$ cat src/sv/stb_pkg.sv
// stb_pkg: shared constants for the soft timer bank.
// Holds the opcode codes, the fixed field widths and the parameter defaults.
// No dependencies.
`timescale 1ns / 1ps
`default_nettype none

package stb_pkg;

	// Fixed field widths of the item and result ports
	localparam int OPCODE_W = 3;
	localparam int INDEX_W  = 5;
	localparam int WORD_W   = 32;

	// Parameter defaults
	localparam int NUM_TIMERS_DEF = 16;
	localparam int TICK_WIDTH_DEF = 32;

	// Opcodes
	localparam logic [OPCODE_W-1:0] OP_TICK    = 3'd0;
	localparam logic [OPCODE_W-1:0] OP_SCAN    = 3'd1;
	localparam logic [OPCODE_W-1:0] OP_ALLOC   = 3'd2;
	localparam logic [OPCODE_W-1:0] OP_RELEASE = 3'd3;
	localparam logic [OPCODE_W-1:0] OP_SET_PER = 3'd4;
	localparam logic [OPCODE_W-1:0] OP_RESTART = 3'd5;
	localparam logic [OPCODE_W-1:0] OP_MK_RDY  = 3'd6;

	// Status codes
	localparam logic STAT_OK  = 1'b0;
	localparam logic STAT_ERR = 1'b1;

endpackage

`default_nettype wire

$ cat src/sv/soft_timer_bank.sv
// soft_timer_bank: pool of periodic timers sharing one tick counter, advanced by tick items.
// Periods and last-run stamps live in two single-port-write synchronous memories.
// Depends on stb_pkg.
//
// Usage: an item (opcode, timer_index, period_ticks) is taken at a rising edge
// with start high and busy low. Each item gives one result, shown for exactly
// one cycle with done high; the receiver cannot stall it.
// Behaviour by opcode:
//   tick, allocate, release, set period, restart, unused opcode: result in the
//     cycle after accept, busy stays low, one item per cycle.
//   make ready: one memory read of the period, then the write in ST_MK_RDY;
//     busy for one cycle, result registered in ST_MK_RDY.
//   scan: each timer entry passes a three-stage read / elapsed / compare-and-
//     write-back pipeline, one entry per cycle; busy through ST_SCAN and
//     ST_FINISH, result registered in ST_FINISH.
// Reset clears the tick counter, the allocation map and the per-entry valid
// bits; an entry never written since reset reads as zero, so no clearing pass
// is needed and the block takes items right after reset.
`timescale 1ns / 1ps
`default_nettype none

module soft_timer_bank #(
	parameter int NUM_TIMERS = stb_pkg::NUM_TIMERS_DEF,
	parameter int TICK_WIDTH = stb_pkg::TICK_WIDTH_DEF
) (
	input  wire logic                           clk,
	input  wire logic                           arst_n,
	input  wire logic                           start,
	output logic                                busy,
	input  wire logic [stb_pkg::OPCODE_W-1:0]   opcode,
	input  wire logic [stb_pkg::INDEX_W-1:0]    timer_index,
	input  wire logic [stb_pkg::WORD_W-1:0]     period_ticks,
	output logic                                done,
	output logic                                status,
	output logic [stb_pkg::INDEX_W-1:0]         granted_index,
	output logic [stb_pkg::WORD_W-1:0]          fired_mask,
	output logic [stb_pkg::WORD_W-1:0]          least_remaining,
	output logic [stb_pkg::INDEX_W-1:0]         soonest_index
);

	localparam int IDX_W = (NUM_TIMERS > 1) ? $clog2(NUM_TIMERS) : 1;
	localparam int CNT_W = $clog2(NUM_TIMERS + 1);
	localparam logic [CNT_W-1:0] CNT_END = CNT_W'(NUM_TIMERS);
	localparam logic [IDX_W-1:0] IDX_LAST = IDX_W'(NUM_TIMERS - 1);
	localparam logic [stb_pkg::INDEX_W:0] IDX_LIM = (stb_pkg::INDEX_W + 1)'(NUM_TIMERS);

	typedef enum logic [3:0] {
		ST_IDLE   = 4'b0001,
		ST_SCAN   = 4'b0010,
		ST_FINISH = 4'b0100,
		ST_MK_RDY = 4'b1000
	} state_t;

	state_t                  state_q;
	logic [TICK_WIDTH-1:0]   now_q;
	logic [NUM_TIMERS-1:0]   in_use_q;
	logic [NUM_TIMERS-1:0]   per_vld_q;
	logic [NUM_TIMERS-1:0]   lr_vld_q;
	logic [IDX_W-1:0]        idx_q;

	// Scan sweep and accumulators
	logic [CNT_W-1:0]        cnt_q;
	logic                    any_q;
	logic [TICK_WIDTH-1:0]   least_q;
	logic [IDX_W-1:0]        soonest_q;
	logic [NUM_TIMERS-1:0]   fired_q;

	// Result registers
	logic                    done_q;
	logic                    status_q;
	logic [stb_pkg::INDEX_W-1:0] granted_q;
	logic [stb_pkg::WORD_W-1:0]  fired_out_q;
	logic [stb_pkg::WORD_W-1:0]  least_out_q;
	logic [stb_pkg::INDEX_W-1:0] soonest_out_q;

	// Memories
	logic [TICK_WIDTH-1:0]   per_mem [NUM_TIMERS];
	logic [TICK_WIDTH-1:0]   lr_mem  [NUM_TIMERS];

	// Pipeline
	logic [TICK_WIDTH-1:0]   per_raw_s1;
	logic [TICK_WIDTH-1:0]   lr_raw_s1;
	logic                    per_v_s1;
	logic                    lr_v_s1;
	logic                    vld_s1;
	logic [IDX_W-1:0]        idx_s1;
	logic [TICK_WIDTH-1:0]   elapsed_s2;
	logic [TICK_WIDTH-1:0]   period_s2;
	logic                    vld_s2;
	logic [IDX_W-1:0]        idx_s2;

	logic                    accept;
	logic                    idx_ok;
	logic [IDX_W-1:0]        addr_in;
	logic [TICK_WIDTH-1:0]   per_in;
	logic [TICK_WIDTH-1:0]   per_rd;
	logic [TICK_WIDTH-1:0]   lr_rd;
	logic [IDX_W-1:0]        rd_addr;
	logic                    issue;
	logic                    free_found;
	logic [IDX_W-1:0]        free_idx;

	logic                    per_we;
	logic [IDX_W-1:0]        per_wa;
	logic [TICK_WIDTH-1:0]   per_wd;
	logic                    lr_we;
	logic [IDX_W-1:0]        lr_wa;
	logic [TICK_WIDTH-1:0]   lr_wd;

	logic                    active3;
	logic                    expired3;
	logic                    fire3;
	logic [TICK_WIDTH-1:0]   rem3;
	logic                    take3;

	// Handshake and decoded item fields
	assign busy    = (state_q != ST_IDLE);
	assign accept  = start && !busy;
	assign idx_ok  = ({1'b0, timer_index} < IDX_LIM);
	assign addr_in = timer_index[IDX_W-1:0];
	assign per_in  = period_ticks[TICK_WIDTH-1:0];
	assign issue   = (cnt_q < CNT_END);
	assign rd_addr = (state_q == ST_SCAN) ? cnt_q[IDX_W-1:0] : addr_in;

	// Entries never written since reset read as zero
	assign per_rd = per_v_s1 ? per_raw_s1 : '0;
	assign lr_rd  = lr_v_s1 ? lr_raw_s1 : '0;

	// Lowest free timer
	always_comb begin
		free_found = 1'b0;
		free_idx   = '0;
		for (int i = NUM_TIMERS - 1; i >= 0; i--) begin
			if (!in_use_q[i]) begin
				free_found = 1'b1;
				free_idx   = IDX_W'(i);
			end
		end
	end

	// Scan stage 3: expiry, post-fire remaining time, running minimum
	assign active3  = vld_s2 && in_use_q[idx_s2];
	assign expired3 = (elapsed_s2 >= period_s2);
	assign fire3    = active3 && expired3;
	// a fired timer restarts from now, so its remaining time is its period
	assign rem3     = expired3 ? period_s2 : (period_s2 - elapsed_s2);
	assign take3    = active3 && (!any_q || (rem3 < least_q));

	// Memory write port selection
	always_comb begin
		per_we = 1'b0;
		per_wa = addr_in;
		per_wd = per_in;
		lr_we  = 1'b0;
		lr_wa  = addr_in;
		lr_wd  = now_q;
		case (state_q)
			ST_IDLE: begin
				if (accept && idx_ok) begin
					case (opcode)
						stb_pkg::OP_RELEASE: begin
							if (in_use_q[addr_in]) begin
								per_we = 1'b1;
								per_wd = '0;
								lr_we  = 1'b1;
								lr_wd  = '0;
							end
						end
						stb_pkg::OP_SET_PER: per_we = 1'b1;
						stb_pkg::OP_RESTART: lr_we = 1'b1;
						default: ;
					endcase
				end
			end
			ST_SCAN: begin
				lr_we = fire3;
				lr_wa = idx_s2;
			end
			ST_MK_RDY: begin
				lr_we = 1'b1;
				lr_wa = idx_q;
				lr_wd = now_q - per_rd - TICK_WIDTH'(1);
			end
			default: ;
		endcase
	end

	// Memories and read data registers
	always_ff @(posedge clk) begin
		if (per_we) begin
			per_mem[per_wa] <= per_wd;
		end
		if (lr_we) begin
			lr_mem[lr_wa] <= lr_wd;
		end
		per_raw_s1 <= per_mem[rd_addr];
		lr_raw_s1  <= lr_mem[rd_addr];
	end

	// Pipeline payload
	always_ff @(posedge clk) begin
		idx_s1     <= rd_addr;
		elapsed_s2 <= now_q - lr_rd;
		period_s2  <= per_rd;
		idx_s2     <= idx_s1;
	end

	// Valid bits of the memory entries
	always_ff @(posedge clk or negedge arst_n) begin
		if (!arst_n) begin
			per_vld_q <= '0;
			lr_vld_q  <= '0;
			per_v_s1  <= 1'b0;
			lr_v_s1   <= 1'b0;
		end else begin
			if (per_we) begin
				per_vld_q[per_wa] <= 1'b1;
			end
			if (lr_we) begin
				lr_vld_q[lr_wa] <= 1'b1;
			end
			per_v_s1 <= per_vld_q[rd_addr];
			lr_v_s1  <= lr_vld_q[rd_addr];
		end
	end

	// Control, counters and results
	always_ff @(posedge clk or negedge arst_n) begin
		if (!arst_n) begin
			state_q       <= ST_IDLE;
			now_q         <= '0;
			in_use_q      <= '0;
			idx_q         <= '0;
			cnt_q         <= '0;
			any_q         <= 1'b0;
			least_q       <= '0;
			soonest_q     <= '0;
			fired_q       <= '0;
			vld_s1        <= 1'b0;
			vld_s2        <= 1'b0;
			done_q        <= 1'b0;
			status_q      <= stb_pkg::STAT_OK;
			granted_q     <= '0;
			fired_out_q   <= '0;
			least_out_q   <= '0;
			soonest_out_q <= '0;
		end else begin
			done_q <= 1'b0;
			vld_s1 <= (state_q == ST_SCAN) && issue;
			vld_s2 <= vld_s1;
			case (state_q)
				ST_IDLE: begin
					if (accept) begin
						status_q      <= stb_pkg::STAT_OK;
						granted_q     <= '0;
						fired_out_q   <= '0;
						least_out_q   <= '0;
						soonest_out_q <= '0;
						done_q        <= 1'b1;
						case (opcode)
							stb_pkg::OP_TICK: now_q <= now_q + TICK_WIDTH'(1);
							stb_pkg::OP_SCAN: begin
								done_q    <= 1'b0;
								state_q   <= ST_SCAN;
								cnt_q     <= '0;
								any_q     <= 1'b0;
								least_q   <= '1;
								soonest_q <= '0;
								fired_q   <= '0;
							end
							stb_pkg::OP_ALLOC: begin
								if (free_found) begin
									in_use_q[free_idx] <= 1'b1;
									granted_q <= stb_pkg::INDEX_W'(free_idx);
								end else begin
									status_q <= stb_pkg::STAT_ERR;
								end
							end
							stb_pkg::OP_RELEASE: begin
								if (idx_ok && in_use_q[addr_in]) begin
									in_use_q[addr_in] <= 1'b0;
								end else begin
									status_q <= stb_pkg::STAT_ERR;
								end
							end
							stb_pkg::OP_SET_PER,
							stb_pkg::OP_RESTART: begin
								if (!idx_ok) begin
									status_q <= stb_pkg::STAT_ERR;
								end
							end
							stb_pkg::OP_MK_RDY: begin
								if (idx_ok) begin
									done_q  <= 1'b0;
									state_q <= ST_MK_RDY;
									idx_q   <= addr_in;
								end else begin
									status_q <= stb_pkg::STAT_ERR;
								end
							end
							default: ;
						endcase
					end
				end
				ST_SCAN: begin
					if (issue) begin
						cnt_q <= cnt_q + CNT_W'(1);
					end
					if (fire3) begin
						fired_q[idx_s2] <= 1'b1;
					end
					if (take3) begin
						any_q     <= 1'b1;
						least_q   <= rem3;
						soonest_q <= idx_s2;
					end
					if (vld_s2 && (idx_s2 == IDX_LAST)) begin
						state_q <= ST_FINISH;
					end
				end
				ST_FINISH: begin
					done_q        <= 1'b1;
					fired_out_q   <= stb_pkg::WORD_W'(fired_q);
					least_out_q   <= stb_pkg::WORD_W'(least_q);
					soonest_out_q <= stb_pkg::INDEX_W'(soonest_q);
					state_q       <= ST_IDLE;
				end
				ST_MK_RDY: begin
					done_q  <= 1'b1;
					state_q <= ST_IDLE;
				end
				default: state_q <= ST_IDLE;
			endcase
		end
	end

	assign done            = done_q;
	assign status          = status_q;
	assign granted_index   = granted_q;
	assign fired_mask      = fired_out_q;
	assign least_remaining = least_out_q;
	assign soonest_index   = soonest_out_q;

	// Checks
	a_quick_ops_answer: assert property (@(posedge clk) disable iff (!arst_n)
		(accept && (opcode != stb_pkg::OP_SCAN) && (opcode != stb_pkg::OP_MK_RDY)) |=> done)
		else $error("single-cycle item gave no result");

	a_done_when_idle: assert property (@(posedge clk) disable iff (!arst_n)
		done |-> !busy)
		else $error("result strobe while still busy");

	a_pipe_only_in_scan: assert property (@(posedge clk) disable iff (!arst_n)
		vld_s2 |-> (state_q == ST_SCAN))
		else $error("scan pipeline active outside a scan");

	a_fired_are_active: assert property (@(posedge clk) disable iff (!arst_n)
		done |-> ((fired_mask & ~stb_pkg::WORD_W'(in_use_q)) == '0))
		else $error("free timer reported as fired");

	a_error_clean: assert property (@(posedge clk) disable iff (!arst_n)
		(done && (status == stb_pkg::STAT_ERR)) |-> ((fired_mask == '0) && (least_remaining == '0)))
		else $error("error result carries scan data");

endmodule

`default_nettype wire

$ cat config.mk
export PLATFORM = sky130hd
export DESIGN_NAME = soft_timer_bank
export DESIGN_NICKNAME = d
export VERILOG_FILES = /design/src/sv/stb_pkg.sv /design/src/sv/soft_timer_bank.sv
export SDC_FILE = /design/constraint.sdc
export NUM_CORES = 2
export LEC_CHECK = 0
export ABC_AREA = 1
export BUFFER_PORTS_ARGS = -buffer_cell sky130_fd_sc_hd__buf_2
export CAP_MARGIN = 15
export CORE_MARGIN = 2
export CORE_UTILIZATION = 30
export DETAILED_ROUTE_END_ITERATION = 8
export SYNTH_ARGS = -nofsm -noshare
export SYNTH_HDL_FRONTEND = slang
export SYNTH_SLANG_ARGS = --single-unit
$ cat constraint.sdc
create_clock -name clk -period 5 [get_ports clk]
set_input_delay 0.5 -clock clk [delete_from_list [all_inputs] [get_ports clk]]
set_output_delay 0.5 -clock clk [all_outputs]
set_load 0.02 [all_outputs]
Word level (Yosys, flattened, before mapping)
Memories as Yosys holds them, arrays and structs flattened. A register that Yosys moved wholly into a read port is not among the register bits.
Cells that the tools add are included.
{ "classes": {"mux": 114, "n_addsub": 6, "n_eq_ne": 22, "n_bitwise": 6, "n_lt_le_gt_ge": 13, "reduce_logical": 30} }
{ "ops": {"columns": ["op", "count"], "rows": [
  ["32-bit 2-to-1 mux", 14],
  ["32-bit one-hot mux with 2 select lines", 4],
  ["4-bit 2-to-1 mux", 25],
  ["32-bit subtractor", 3],
  ["16-bit 2-to-1 mux", 5],
  ["16-bit bitwise OR", 4],
  ["16-bit one-hot mux with 2 select lines", 2],
  ["1-bit 2-to-1 mux", 39],
  ["32-bit by 1-bit adder with 32-bit output (second input constant)", 1],
  ["32-bit greater-or-equal comparator", 1],
  ["32-bit less-than comparator", 1],
  ["4-bit one-hot mux with 2 select lines", 4],
  ["32-bit by 1-bit subtractor with 32-bit output (second input constant)", 1],
  ["4-bit by 5-bit less-than comparator with 1-bit output (second input constant)", 5],
  ["5-bit 2-to-1 mux", 4],
  ["5-bit one-hot mux with 2 select lines", 2],
  ["4-bit AND reduction", 5],
  ["16-bit AND", 1],
  ["1-bit binary-select mux with 4-bit select", 4],
  ["1-bit demux with 4-bit select", 4],
  ["4-bit by 1-bit greater-or-equal comparator with 1-bit output (second input constant)", 4],
  ["16-bit NOT", 1],
  ["1-bit logical AND", 12],
  ["2-bit inequality test (second input constant)", 6],
  ["other kinds (24)", 39]
]} }
{ "word_totals": {"ff_bits": 298, "output_inout_bits": 77, "ram_bits": 1024, "n_memories": 2} }
{ "mem_list": {"columns": ["name", "depth", "width", "rd", "rd_ports_with_merged_regs", "write_ports", "line_no", "source"], "rows": [
  ["lr_mem", 16, 32, 1, 1, 1, "soft_timer_bank.sv:78", "logic [TICK_WIDTH-1:0] lr_mem [NUM_TIMERS];"],
  ["per_mem", 16, 32, 1, 1, 1, "soft_timer_bank.sv:77", "logic [TICK_WIDTH-1:0] per_mem [NUM_TIMERS];"]
]} }

Longest topological paths before layout
{ "logic_depth": {"word_depth": 23, "depth_mapped": 34, "ltp_nobuf": 32} }

Worst setup path after synthesis
Ideal clock, no wire load.
{ "synth_path": {"path_kind": "register to register", "start": "reg period_s2[0]", "end": "mem lr_mem[11][0] (netlist bit), enable pin", "t_required_ns": 4.578, "path_stages_with_launch": 18, "arrival_ns": 3.644, "period_less_slack_ns": 4.066, "setup_ns": 0.422, "setup_slack_ns": 0.934, "cell_sequence": "dfxtp_1 > inv_1 > ha_1 > inv_1 > fa_1 > nand2_1 > nand2_1 > nand3_1 > nand2_2 > nand2_1 > nand2_2 > nand2_1 > nand2_2 > nand2_2 > inv_1 > o311ai_2 > nand3_1 > nor2_1"} }
{ "synth_between": {"elab_chain_len": 5} }
{ "synth_lines": {"columns": ["element", "line_no", "source"], "rows": [
  ["start, declared", "soft_timer_bank.sv:88", "logic [TICK_WIDTH-1:0] period_s2;"],
  ["start signal, assigned", "soft_timer_bank.sv:204", "period_s2 <= per_rd;"],
  ["32-bit greater-or-equal comparator", "soft_timer_bank.sv:143", "assign expired3 = (elapsed_s2 >= period_s2);"],
  ["1-bit logical AND", "soft_timer_bank.sv:144", "assign fire3 = active3 && expired3;"],
  ["1-bit one-hot mux with 3 select lines", "soft_timer_bank.sv:157", "case (state_q)"],
  ["1-bit 2-to-1 mux", "soft_timer_bank.sv:193", "if (lr_we) begin"],
  ["1-bit 2-to-1 mux (not written as such)", "soft_timer_bank.sv:194", "lr_mem[lr_wa] <= lr_wd;"],
  ["end, declared", "soft_timer_bank.sv:78", null]
]} }
Every way passes these cells.

Final worst setup path
{ "layout_path": {"start": "reg period_s2[0]", "end": "reg least_q[29]"} }
{ "layout_between": {"elab_chain_len": 7} }
{ "layout_lines": {"columns": ["element", "line_no", "source"], "rows": [
  ["32-bit subtractor / 32-bit greater-or-equal comparator (equally long branches)", "soft_timer_bank.sv:146, soft_timer_bank.sv:143", null],
  ["32-bit 2-to-1 mux (*)", "soft_timer_bank.sv:146", "assign rem3 = expired3 ? period_s2 : (period_s2 - elapsed_s2);"],
  ["32-bit less-than comparator", "soft_timer_bank.sv:147", "assign take3 = active3 && (!any_q || (rem3 < least_q));"],
  ["1-bit logical OR", "soft_timer_bank.sv:147", null],
  ["1-bit logical AND", "soft_timer_bank.sv:147", null],
  ["2-bit inequality test (no line)", null, null],
  ["4-bit AND reduction (no line)", null, null],
  ["end signal, assigned", "soft_timer_bank.sv:314", "least_q <= rem3;"],
  ["end, declared", "soft_timer_bank.sv:64", "logic [TICK_WIDTH-1:0] least_q;"]
]} }
Every way passes the cells marked *; elsewhere a longest branch is shown, timed or not. The select of a mux whose other input is x is not followed.
A chain may end at the register's enable or synchronous reset.

==> reports/metrics.csv <==
stage,metric,value,unit
worst_setup_path,cp-end-kind,register,
floorplan,row_count,162,
clock_tree,clock_sinks,1368,
finish,utilization,34.8,%
clock_tree,numCtsBuffers,146,
synthesis,synth_area_leaders,"edfxtp_1, dfrtp_1, o21ai_0",
worst_setup_path,cp.arrival,5270,ps
sta,setup_ws,449,ps
sta,finClkSkew,48.9,ps
routing,final_antenna_net_count,0,
floorplan,dieWidth,446,microns
run,cap_violations,0,
clock_tree,clock-root-buffer,clkbuf_16,
synthesis,synth_top_cell_by_area,edfxtp_1,
power_and_ir_drop,power_density,505,mW/mm^2
sta,tightest_slew,1080,ps
power_and_ir_drop,vdd.ir_drop.worst,0.291,mV
routing,wire_per_inst,20.8,microns
sta,max_slew_margin,27.5,%
worst_setup_path,endpoint,least_q[29],
hold_path,hp-start,timer_index[3],
worst_setup_path,crit_type,reg2reg,
global_routing,antenna_found_initial,13,
worst_setup_path,rrSetupSlack,450,ps
global_routing,grt_pass1_vias,38700,
global_routing,grt_overflow,0,
routing,vias,40400,
synthesis,synth_top_area_share,52.6,%
sta,max_clock_freq,220,MHz
floorplan,core,0.194,sq mm
worst_setup_path,reg2reg_depth,29,
finish,syn2layout_area_growth,15.7,%
worst_setup_path,cp-start-kind,register,
routing,drt-initial-drc-count,3881,
power_and_ir_drop,power_leakage,25.1,nW
worst_setup_path,critPathSlowestCell,o21ai_0,
synthesis,synth_seq_cells,1368,
routing,via_per_inst,5.04,
power_and_ir_drop,total_power,34.2,mW
run_status,status,"complete, no violations",
floorplan,initial_core_util,30.1,%
worst_setup_path,cp_common_cell,nand2_1,
sta,setup_viol,0,
clock_tree,post_cts.repair.setup_buffers,0,
clock_tree,insertion_delay,810,ps
global_routing,grt_pass1_wl,250000,microns
routing,drt_wl_total,166000,microns
placed_design,place.gp.congestion,0.914,
finish,layout_common_cells,"edfxtp_1, o21ai_0, nor2_1",
clock_tree,cts_tree,built,
synthesis,postSynthCellCount,5235,
sta,fin_crit_sh,91.0,%
placed_design,dp_hpwl,101000,microns
synthesis,synth_edf_count,1024,
worst_setup_path,reg2reg_from,period_s2[0],
worst_setup_path,required,5710,ps
global_routing,grt_max_degree,158,
worst_setup_path,crit_path_max_incr_delay,420,ps
floorplan,die_h,446,microns
finish,nNetsFinal,5511,
finish,layout_commonest_cell,edfxtp_1,
synthesis,synth-seq-area-share,66.1,%
placed_design,place_worst_setup_slack,116,ps
floorplan,io_pins,120,
synthesis,synth_cell_type_count,59,
finish,drive_gt1_share,10.0,%
worst_setup_path,crit_start,period_s2[0],
worst_setup_path,timing.rr.end,least_q[29],
worst_setup_path,path_max_fanout,36,
synthesis,synth.cell_area,0.0585,sq mm
sta,finalHoldViolCount,0,
clock_tree,h-tree-depth,4,
clock_tree,cts_buffer_depth,3,
floorplan,die_area,0.199,sq mm
synthesis,ys_warn_count,0,
synthesis,synthFlopType,edfxtp_1,
placed_design,portBuffers,101,
clock_tree,clk_pin_slew,60,ps
synthesis,avgSynthCellArea,11.2,sq um
synthesis,async_reset_ff_share,15.2,%
routing,drc_errors,0,
global_routing,grtUsageTotal,16.4,%
routing,first_pass_iters,5,
hold_path,min_path_type,in2reg,
sta,finalCriticalPeriod,4550,ps
sta,slew_viol_final,0,
worst min path at each step:
stage,depth (start not counted),endpoint,slack (ps)
floorplan,0,any_q,200
global placement,0,idx_s2[3],310
detailed placement,0,idx_s2[3],310
CTS,3,idx_q[3],20
global route,3,idx_q[3],60
finish,3,idx_q[3],80
kinds of logic (layout without fill, tap and decap cells):
kind of cell / count (synthesis) / count (layout) / synth area share (%)
other cells: 1 / 19 / 0.00641
simple gates: 1565 / 1565 / 11.0
buf+inv: 678 / 886 / 4.63
flops: 1368 / 1368 / 66.1
fa+ha+maj: 130 / 130 / 2.82
xor+xnor: 91 / 91 / 1.36
compound gates: 1402 / 1402 / 14.1
state kept, by name (all words and copies together), names as in the netlist, 16 cells and up:
register	cells
in_use_q	16
period_s2	32
per_mem	512
elapsed_s2	32
per_raw_s1	32
lr_raw_s1	32
lr_vld_q	16
now_q	32
fired_mask	16
least_remaining	32
fired_q	16
least_q	32
per_vld_q	16
lr_mem	512
repair_timing:
| item | CTS | global route |
|---|---|---|
| hold endpoints to repair | 88 | 0 |
| gates resized for setup | 0 | 9 |
| hold buffers | 1 | 0 |
| setup endpoints to repair | 0 | 36 |
layout make-up:
cell class,instances,area [sq um]
Fill cell,18900,127000
Sequential cell,1368,38700
Multi-Input combinational cell,3206,17500
Clock buffer,203,4090
Tap cell,2542,3180
Timing Repair Buffer,230,1850
Inverter,386,1470
Clock inverter,67,901
Antenna cell,1,2.50
metrics by stage:
stage / setup TNS, ps / area [sq um] / hold slack (ps) / cells
floorplan: 0 / 58600 / 204 / 5252
global placement: 0 / 62600 / 315 / 7727
detailed placement: 0 / 62600 / 312 / 7727
CTS: 0 / 67600 / 18.4 / 7998
global route: -127 / 67700 / 57.6 / 8003
finish: 0 / 67700 / 77.7 / 8003
cells in the mapped netlist (9+ instances only):
library cell / instances
edfxtp_1: 1024
o21ai_0: 742
nor2_1: 708
nand2_1: 586
inv_1: 379
clkbuf_1: 209
dfrtp_1: 207
nand3_1: 170
a21oi_1: 163
o211ai_1: 139
o221ai_1: 138
dfxtp_1: 136
o22ai_1: 134
ha_1: 127
xor2_1: 61
buf_2: 54
xnor2_1: 30
or2_2: 28
a31oi_1: 22
nor3_1: 20
buf_4: 19
nand4_1: 13
a21o_1: 11
o21ai_1: 10
a21boi_0: 9
or2_1: 9
worst max-delay path: cells and delay by family, from the launching register on:
kind | cells | cell delay [ps]
and+or+nand+nor | 18 | 1820
buffers and inverters | 5 | 640
DFF | 1 | 310
adders and majority gates | 3 | 810
AOI/OAI and AO/OA | 3 | 880
power breakdown:
group / total (mW) / switching [mW] / internal, mW
Sequential: 13.7 / 0.520 / 13.1
Combinational: 9.49 / 6.52 / 2.98
Clock: 11.0 / 4.61 / 6.43
metal layers:
metal,vias up,track usage (%),wire (microns)
li1,18900,-,-
met1,19900,23.4,75900
met2,1363,25.9,76100
met3,247,2.62,10300
met4,8,4.51,3880
met5,-,0,48
No activity file was read; power rests on OpenSTA's default activity.
